$ cat src/hdl/tvcf_pkg.sv
// shared constants, types and helpers for the tsdf voxel class fusion block
package tvcf_pkg;

  localparam int DEF_VOXEL_COUNT = 4096;
  localparam int DEF_NUM_SLOTS  = 16;

  localparam int ADDR_W  = 12;
  localparam int DIST_W  = 16;
  localparam int WGT_W   = 16;
  localparam int LABEL_W = 16;
  localparam int CNT_W   = 16;
  localparam int TRUNC_W = 15;
  localparam int SLOT_W  = 4;
  localparam int S_DATA_W = 64;
  localparam int M_DATA_W = 88;
  localparam int CFG_IDX_W  = 3;
  localparam int CFG_DATA_W = 16;
  localparam int DVD_W = 33;
  localparam int DVS_W = 17;
  localparam int QUO_W = 17;

  localparam logic [TRUNC_W-1:0] TRUNC_RST  = 15'd4096;
  localparam logic [WGT_W-1:0]   LIMIT_RST  = 16'hffff;
  localparam logic [CNT_W-1:0]   CNT_MAX    = 16'hffff;

  typedef enum logic [CFG_IDX_W-1:0] {
    REG_TRUNC_DIST    = 3'd0,
    REG_WEIGHT_LIMIT  = 3'd1,
    REG_OWN_LABEL     = 3'd2,
    REG_CLASS_ENABLE  = 3'd3,
    REG_ACCURATE_MODE = 3'd4
  } cfg_idx_t;

  typedef enum logic [2:0] {
    ST_CLEAR,
    ST_IDLE,
    ST_READ,
    ST_MUL1,
    ST_MUL2,
    ST_SUM,
    ST_DIV,
    ST_DONE
  } state_t;

  function automatic logic [CNT_W-1:0] sat_inc(input logic [CNT_W-1:0] v);
    sat_inc = (v == CNT_MAX) ? CNT_MAX : v + CNT_W'(1);
  endfunction

endpackage

$ cat src/hdl/tvcf_div.sv
// bit-serial restoring divider, one quotient bit per cycle
module tvcf_div (
  input  logic                      clk,
  input  logic                      rst,
  input  logic                      start,
  input  logic [tvcf_pkg::DVD_W-1:0] dvd,
  input  logic [tvcf_pkg::DVS_W-1:0] dvs,
  output logic                      done,
  output logic [tvcf_pkg::QUO_W-1:0] quo
);
  import tvcf_pkg::*;

  localparam int CNT_BITS = $clog2(DVD_W + 1);

  logic [DVD_W-1:0]    dvd_sh;
  logic [DVS_W-1:0]    rem;
  logic [DVS_W-1:0]    dvs_r;
  logic [CNT_BITS-1:0] cnt;
  logic                busy;
  logic [DVS_W:0]      trial;
  logic                take;

  assign trial = {rem, dvd_sh[DVD_W-1]};
  assign take  = trial >= {1'b0, dvs_r};

  always_ff @(posedge clk) begin
    if (rst) begin
      busy <= 1'b0;
      done <= 1'b0;
      cnt  <= '0;
    end else begin
      done <= 1'b0;
      if (start) begin
        busy <= 1'b1;
        cnt  <= CNT_BITS'(DVD_W);
      end else if (busy) begin
        cnt <= cnt - CNT_BITS'(1);
        if (cnt == CNT_BITS'(1)) begin
          busy <= 1'b0;
          done <= 1'b1;
        end
      end
    end
  end

  always_ff @(posedge clk) begin
    if (start) begin
      dvd_sh <= dvd;
      dvs_r  <= dvs;
      rem    <= '0;
      quo    <= '0;
    end else if (busy) begin
      dvd_sh <= {dvd_sh[DVD_W-2:0], 1'b0};
      rem    <= take ? DVS_W'(trial - {1'b0, dvs_r}) : trial[DVS_W-1:0];
      quo    <= {quo[QUO_W-2:0], take};
    end
  end
endmodule

$ cat config.mk
export PLATFORM = sky130hd
export DESIGN_NAME = tvcf_div
export DESIGN_NICKNAME = d
export VERILOG_FILES = /design/src/hdl/tvcf_pkg.sv /design/src/hdl/tvcf_div.sv
export SDC_FILE = /design/constraint.sdc
export NUM_CORES = 1
export LEC_CHECK = 0
export CAP_MARGIN = 20
export CORE_UTILIZATION = 42
export DETAILED_ROUTE_END_ITERATION = 8
export DONT_BUFFER_PORTS = 1
export GPL_ROUTABILITY_DRIVEN = 0
export PLACE_DENSITY = 0.62
export SYNTH_ARGS = -nofsm -noshare
export SYNTH_HDL_FRONTEND = slang
export SYNTH_SLANG_ARGS = --single-unit
$ cat constraint.sdc
create_clock -name clk -period 2.3 [get_ports clk]
set_input_delay 0 -clock clk [delete_from_list [all_inputs] [get_ports clk]]
set_output_delay 0 -clock clk [all_outputs]
set_load 0.005 [all_outputs]
Yosys cells after proc, flatten, opt, wreduce, memory -nomap -nowiden
Index checks and enable logic that the tools add are counted.
- multiplexer cells: 9
- magnitude comparators: 1
- equal/unequal tests: 1
- $add $sub $neg: 2
- reduce and logical (&&, ||, !) cells: 3
- bitwise gates (word level): 1
- operators with widths (cell ; number):
    $mux 33 ; 2
    $ge 18x17->1 ; 1
    $mux 17 ; 1
    $sub 17x17->17 ; 1
    $mux 6 ; 2
    $eq 6x1->1 const B ; 1
    $sub 6x1->6 const B ; 1
    $mux 1 ; 4
    $reduce_or 3->1 ; 1
    $reduce_bool 2->1 ; 1
    $reduce_or 2->1 ; 1
    $not 1->1 ; 1
- word-level logic and storage cells: 25
- register bits after elaboration: 92
- output and inout port bits: 18

Longest topological paths before layout
Gate-level depths: netlist (run 1).
- depth in word-level cells: 4
- mapped depth: 12
- gate-level depth less buffers: 10

Worst setup path after synthesis (run 1)
OpenSTA, ideal clock, no wires.
- path type: register to register
- start: register dvd_sh[32]
- end: register rem[9]
- stages on the path, launching flop included: 13
- period minus slack after synthesis: 2.312 ns
- setup slack: -0.012 ns
- path buffers: 2
- library setup time: 0.091 ns
- data arrival time: 2.221 ns
- cells stage by stage: edfxtp_1 -> inv_1 -> ha_1 -> inv_1 -> fa_1 -> a21oi_2 -> o221ai_2 -> a21oi_2 -> or4_1 -> buf_6 -> buf_8 -> nand3_1 -> a311oi_1
- longest elaborated chain between the ends: 2
- ends and longest elaborated chain (what ; RTL line ; source):
    from (decl) ; tvcf_div.sv:15 ; logic [DVD_W-1:0] dvd_sh;
    from (signal assigned) ; tvcf_div.sv:48 ; dvd_sh <= dvd;
    from (signal assigned) ; tvcf_div.sv:53 ; dvd_sh <= {dvd_sh[DVD_W-2:0], 1'b0};
    $sub 17x17->17 or $ge 18x17->1 (tied branches) ; tvcf_div.sv:54, tvcf_div.sv:24 ;
    $mux 17 * ; tvcf_div.sv:54 ; rem <= take ? DVS_W'(trial - {1'b0, dvs_r}) : trial[DVS_W-1:0];
    to (signal assigned) ; tvcf_div.sv:54 ;
    to (decl) ; tvcf_div.sv:16 ; logic [DVS_W-1:0] rem;
Mark *: on every way between the ends. The rest lies on a longest branch, timed or not.
A chain may end at the register's enable or synchronous reset.

Final worst setup path (run 1)
- start: register dvs_r[0]
- end: register rem[14]
- longest elaborated chain between the ends: 2
- ends and longest elaborated chain (what ; RTL line ; source):
    from (decl) ; tvcf_div.sv:17 ; logic [DVS_W-1:0] dvs_r;
    from (signal assigned) ; tvcf_div.sv:49 ; dvs_r <= dvs;
    $sub 17x17->17 or $ge 18x17->1 (tied branches) ; tvcf_div.sv:54, tvcf_div.sv:24 ;
    $mux 17 * ; tvcf_div.sv:54 ;
Marked as above.

==> results of run 1 <==
-- routing by layer --
layer,GRT usage (%),wire length [um],vias to the layer above
li1,-,-,1799
met1,24.3,4820,1725
met2,35.9,5580,80
met3,4.56,503,17
met4,7.53,228,0
met5,0,0,-
-- what timing repair did --
action	4_1_cts	5_1_grt
buffers inserted	4	4
pin swaps	5	15
cloned	0	1
hold buffers	103	0
gates resized for setup	15	31
setup endpoints to repair	18	18
endpoints found under the hold margin	111	0
-- flip-flops by register name, indices dropped and copies added (netlist names) --
register and flops:
dvs_r 17, cnt 6, busy 1, quo 17, done 1, dvd_sh 33, rem 17
-- power breakdown --
part	switching (W)	internal (W)	total, W
combinational	0.000386	0.000449	0.000834
clock	0.000568	0.000502	0.00107
sequential	0.0000616	0.00187	0.00193
total	0.00101	0.00282	0.00383
-- cell type report --
type                            instances  area, um2
Clock buffer                           12        135
Clock inverter                          4       50.0
Fill cell                             889       4040
Inverter                               24       90.1
Multi-Input combinational cell        284       2260
Sequential cell                        92       2340
Tap cell                              136        170
Timing Repair Buffer                  139       1380
-- worst paths after layout --
| kind | end | slack [ns] | cells past startpoint |
|---|---|---|---|
| max | rem[14]$_SDFFE_PP0P_ | -0.13 | 10 |
| min | rem[11]$_SDFFE_PP0P_ | 0.09 | 3 |
| min reg2reg | rem[6]$_SDFFE_PP0P_ | 0.51 | 2 |
| max reg2reg | rem[14]$_SDFFE_PP0P_ | -0.13 | 10 |
-- critical path: stages (launching register included) --
cell and delay [ns]:
edfxtp_1 0.43, ha_4 0.19, inv_2 0.06, fa_2 0.23, a21oi_4 0.07, o221ai_4 0.23
a21oi_4 0.11, or4_4 0.59, buf_8 0.18, a31oi_4 0.14, o31ai_2 0.08
-- Yosys cell counts, types with 2 or more instances --
cell / instances
o31ai_1: 2
or4_1: 2
nand2_1: 21
a211oi_1: 3
a31oi_1: 7
xnor2_1: 12
buf_6: 4
nand4_1: 3
nor2b_1: 2
a21oi_1: 18
o21ai_0: 23
nor3_1: 5
buf_2: 4
a21oi_2: 2
nor2_1: 46
and2_1: 3
a311oi_1: 11
mux2_2: 32
inv_1: 24
nand3_1: 15
xor2_1: 7
clkbuf_1: 12
edfxtp_1: 50
dfxtp_1: 42
nor3b_1: 5
o21ai_1: 3
mux2i_1: 16
o21bai_1: 3
buf_1: 2
ha_1: 19
-- kinds of logic (layout without fill, tap and decap cells) --
| logic type | count (synthesis) | in the layout | synth area share [%] |
|---|---|---|---|
| flops | 92 | 92 | 50.9 |
| buf+inv | 48 | 179 | 4.95 |
| compound gates | 86 | 86 | 12.2 |
| simple gates | 111 | 111 | 11.4 |
| fa+ha+maj | 20 | 20 | 5.60 |
| xor+xnor | 19 | 19 | 3.62 |
| mux | 48 | 48 | 11.3 |
-- metrics by stage --
stage                     setup TNS [ns]  hold slack, ns
after floorplan                        0          0.0989
after global placement            -0.674          0.0683
after detailed placement           -1.60          0.0690
after CTS                         -0.444          0.0364
after global routing               -2.82          0.0913
final                              -1.33          0.0911
==> metrics.txt, run 1 <==
outcome=finished, violations left; violated checks=negative setup slack; CTS Buf Count=9; Post-Synthesis Cells=424; full die area=11400 um2; antenna-violating nets left=0; initial antenna violation count=0; post-synth top area share=32.6%; clk_lat worst skew=0.37 ns; Die Wd=107 um; HP Start=start; commonest non-fill, non-tap cell in the layout=dlygate4sd3_1; Max Clk Rate=412 MHz; final instance area=6430 um2; share of layout cells above drive strength 1=21.4%; post-synthesis cell area=4600 um2; CTS tree=built; gr usage total=20.4%; Area growth, synth to finish=39.6%; Hold/Removal Path Class=in2reg; via count=3621; Initial Utilization=44.0%; fin crit period=2.43 ns; non-filler cells, final=691; DR DRC count=0; Worst R2R Start=dvs_r[0]$_DFFE_PP_; number of setup violations in the final report=17; fin util=61.4%; gr ovfl total=0; EDFF count, synth=50; cell at the root of the clock tree=clkbuf_8; setup repair after global routing missed its margin=yes; Worst slew margin=74.6%; Buffers on Ports=0; YS warnings=0; power per cell area=596 nW/um2; asr flop ratio synth=0%; Area contributors post-synth=edfxtp_1 33%, dfxtp_1 18%, mux2_2 7.8%, ha_1 5.2%, nor2_1 3.8%; CP required=2.56 ns; H-tree depth=3; skew final=0.0132 ns; Cell Rows=37; peak supply drop=0.000536 V; Bufs on Longest Clock Path=2; routed length per instance=16.1 um; crit end category=flop; dpl hpwl=6350 um; die height=107 um; Worst Setup Start Kind=flop; Sink Count=92; Final WS setup=-0.126 ns; worst slew pin tran=0.380 ns; vias in the first global route=3761; Top FF cell, synth=edfxtp_1; Seq/Total Area, Yosys=50.9%; I/O pins=71; max-cap viol count=0; commonest non-fill, non-tap cells in the layout=102 x dlygate4sd3_1, 50 x edfxtp_1, 45 x nor2_1; Nets=623; area of placed instances=4870 um2; Net Count, Synth=497; pin count of the biggest net entering global routing=53; Crit Path Class=reg2reg; LEAKAGE=2.48 nW; pre-CTS setup slack=-0.159 ns; Data arrival, critical path=2.69 ns; Slew Viols, Final=0; largest area contributor in the netlist=edfxtp_1; Final Hold Fails=0; DP Cell Count=564; Inserted Diodes=0; core area=10500 um2; CTS clock-pin slew for the worst setup and hold paths=0.09 ns; synth unique cells=56; Worst setup startpoint=dvs_r[0]$_DFFE_PP_; DRT iter0 DRCs=132; Max FO, Critical Path=6; final period utilization=105%; Synth Register Bits=92; final WL=11100 um; Power Total=0.00383 W; DRT Pass-1 Iters=4; global-route wire length before repair=17800 um; Syn Area/Cell=10.9 um2; via density per instance=5.24
(Power assumes the default switching activity.)
==> run 2, diff against run 1 <==
--- a/config.mk
+++ b/config.mk
@@ -5,6 +5,7 @@
 export SDC_FILE = /design/constraint.sdc
 export NUM_CORES = 1
 export LEC_CHECK = 0
+export ABC_AREA = 1
 export CAP_MARGIN = 20
 export CORE_UTILIZATION = 42
 export DETAILED_ROUTE_END_ITERATION = 8
==> run 2 against run 1 <==
Effect of this change: the flow now finishes without violations; count of clock-buffer cells in the layout increased by 2; final cell count grew 15%; synthesized cell count up 40%; sequential share of layout area grew 3.6 points; setup slack better by 0.28 ns; first-iteration DRC count rose by 33%; critical path depth increased by 4; clock skew shrank 0.0074 ns; die area increased by 3.5%; largest power group unchanged.
==> metrics.txt, run 2 <==
vias in the first global route=3776 (+0.40%); max reg flops=33 (unchanged); number of setup violations in the final report=0 (-17); R2R depth=14 (+4); Nets=724 (+16%); DR DRC count=0 (unchanged); Top FF cell, synth=edfxtp_1; synth unique cells=36 (-36%); Cell Rows=38 (+2.7%); final period utilization=93.3% (-12 points); crit end category=flop; die height=109 um (+1.8%); peak supply drop=0.000573 V (+6.8%); Fillers=1032 (+16%); Die Wd=109 um (+1.8%); antenna-violating nets left=0 (unchanged); max-cap viol count=0 (unchanged); global-route wire length before repair=17600 um (-1.1%); EDFF count, synth=50 (unchanged); power per cell area=664 nW/um2 (+11%); CP required=2.53 ns (-0.03 ns); skew final=0.00588 ns (-0.00736 ns); Max Clk Rate=466 MHz (+13%); gr usage total=19.4% (-1.0 points); fin crit period=2.15 ns (-0.280 ns); core area=10900 um2 (+4.5%); register with the most flip-flops=dvd_sh; Buffers on Ports=0 (unchanged); fin util=53.4% (-8.0 points); initial antenna violation count=0 (unchanged); post-synth top area share=31.5% (-1.1 points); pin count of the biggest net entering global routing=58 (+9.4%); full die area=11800 um2 (+3.5%); Slew Viols, Final=0 (unchanged); non-filler cells, final=796 (+15%); DRT iter0 DRCs=176 (+33%); Seq/Total Area, Yosys=49.1% (-1.8 points); Crit Path Class=reg2reg; Hold Crit Depth=1 (-2); Hold/Removal Path Class=in2reg; most common cell in the netlist=nand2_1; Worst slew margin=70.2% (-4.4 points); Inserted Diodes=0 (unchanged); asr flop ratio synth=0% (unchanged); FF+latch area=2340 um2 (about the same); via count=3879 (+7.1%); I/O pins=71 (unchanged); Sink Count=92 (unchanged); final WL=10600 um (-4.5%); commonest non-fill, non-tap cell in the layout=nand2_1; gr ovfl total=0 (unchanged); setup repair after global routing missed its margin=no; H-tree depth=3 (unchanged); setup TNS=0 ns (+1.33 ns); final instance area=5840 um2 (-9.1%); multi-input logic area=2020 um2 (-11%); dpl hpwl=6980 um (+10%); via density per instance=4.87 (-7.0%); largest area contributor in the netlist=edfxtp_1; CTS tree=built; commonest non-fill, non-tap cells in the layout=219 x nand2_1, 84 x inv_1, 53 x dlygate4sd3_1; Synth Register Bits=92 (unchanged); CTS clock-pin slew for the worst setup and hold paths=0.06 ns (-0.03 ns); Max FO, Critical Path=3 (-3); clk_lat worst skew=0.35 ns (-0.02 ns); LEAKAGE=2.74 nW (+10%); YS warnings=0 (unchanged); Area contributors post-synth=edfxtp_1 31%, dfxtp_1 18%, nand2_1 17%, inv_1 6.6%, ha_1 5.0%; DRT Pass-1 Iters=5 (+1); outcome=completed; Syn Area/Cell=8.06 um2 (-26%); Initial Utilization=43.6% (-0.38 points); CTS Buf Count=9 (unchanged); Post-Synthesis Cells=592 (+40%); DP Cell Count=723 (+28%); Area growth, synth to finish=22.4%; routed length per instance=13.4 um (-17%); Final Hold Fails=0 (unchanged); Data arrival, critical path=2.38 ns (-0.31 ns); Commonest cells post-synth=219 x nand2_1, 84 x inv_1, 50 x edfxtp_1; area of placed instances=4920 um2 (+1.0%); cell at the root of the clock tree=clkbuf_16; worst slew pin tran=0.447 ns (+0.0663 ns); share of layout cells above drive strength 1=8.23% (-13 points); Net Count, Synth=665 (+34%); Bufs on Longest Clock Path=2 (unchanged); Worst Setup Start Kind=flop; post-synthesis cell area=4770 um2 (+3.6%)
run 2: changes by cell type after synthesis, moves of 14 or more:
| cell | change |
|---|---|
| mux2i_1 | -16 |
| nand2_1 | +198 |
| o22ai_1 | +15 |
| mux2_2 | -32 |
| o21ai_0 | -14 |
| inv_1 | +60 |
run 2: path summary, 6_finish.rpt:
path / from / to / slack (ns)
worst max-delay path: dvd_sh[32]$_DFFE_PP_ / rem[14]$_SDFFE_PP0P_ / 0.15
worst min-delay path: dvs[7] / dvs_r[7]$_DFFE_PP_ / 0.28
worst max register to register: dvd_sh[32]$_DFFE_PP_ / rem[14]$_SDFFE_PP0P_ / 0.15
worst min register to register: rem[1]$_SDFFE_PP0P_ / rem[1]$_SDFFE_PP0P_ / 0.48
run 2: layout make-up:
class,instances,share of cell area (%)
Sequential cell,92,40.1
Multi-Input combinational cell,397,34.6
Timing Repair Buffer,64,11.1
Inverter,87,5.59
Clock buffer,14,5.29
Tap cell,140,3.00
Clock inverter,2,0.343
run 2: power by group:
group	internal [W]	switching, W
logic	0.000176	0.000250
clock network	0.000945	0.000628
registers	0.00185	0.0000353
total	0.00297	0.000913
run 2: cells by family (layout without fill, tap and decap cells):
| family | after synthesis | in the layout | synth area share [%] |
|---|---|---|---|
| XOR/XNOR | 9 | 9 | 1.65 |
| buffers and inverters | 103 | 167 | 8.71 |
| AND/OR/NAND/NOR | 320 | 320 | 28.9 |
| AO/OA/AOI/OAI | 48 | 48 | 6.27 |
| flip-flops | 92 | 92 | 49.1 |
| adder cells (fa/ha/maj) | 20 | 20 | 5.40 |
run 2: routing by layer:
| metal | global-route usage, % | wire length [um] | vias to the layer above |
|---|---|---|---|
| met3 | 6.09 | 685 | 11 |
| li1 | - | - | 2000 |
| met1 | 23.8 | 4740 | 1761 |
| met2 | 32.6 | 5070 | 107 |
| met5 | 0 | 0 | - |
| met4 | 5.60 | 129 | 0 |
run 2: repair_timing:
action                                  4_1_cts  5_1_grt
setup buffers                                 0        3
endpoints found under the setup margin        0        5
hold buffers                                 54        0
hold endpoints to repair                     80        0
resized for setup                             0        1
run 2: metrics by stage:
stage	power [W]	setup WS [ns]	hold WS [ns]
floorplan	0.00216	0.115	0.0691
global placement	0.00223	0.193	0.0706
detailed placement	0.00224	0.166	0.0723
CTS	0.00391	0.113	0.272
global route	0.00404	0.00991	0.276
finish	0.00388	0.154	0.284
run 2: critical path, cell delays in order (launching register included):
cell and delay, ns:
edfxtp_1 0.35, inv_1 0.08, ha_1 0.14, inv_1 0.06, fa_1 0.43, inv_1 0.08, nor2_1 0.04, nor2_1 0.19
o21ai_0 0.20, nand2_1 0.13, nand3b_1 0.08, nand2_1 0.07, nor2_1 0.04, nor2_1 0.09, nor2_1 0.04
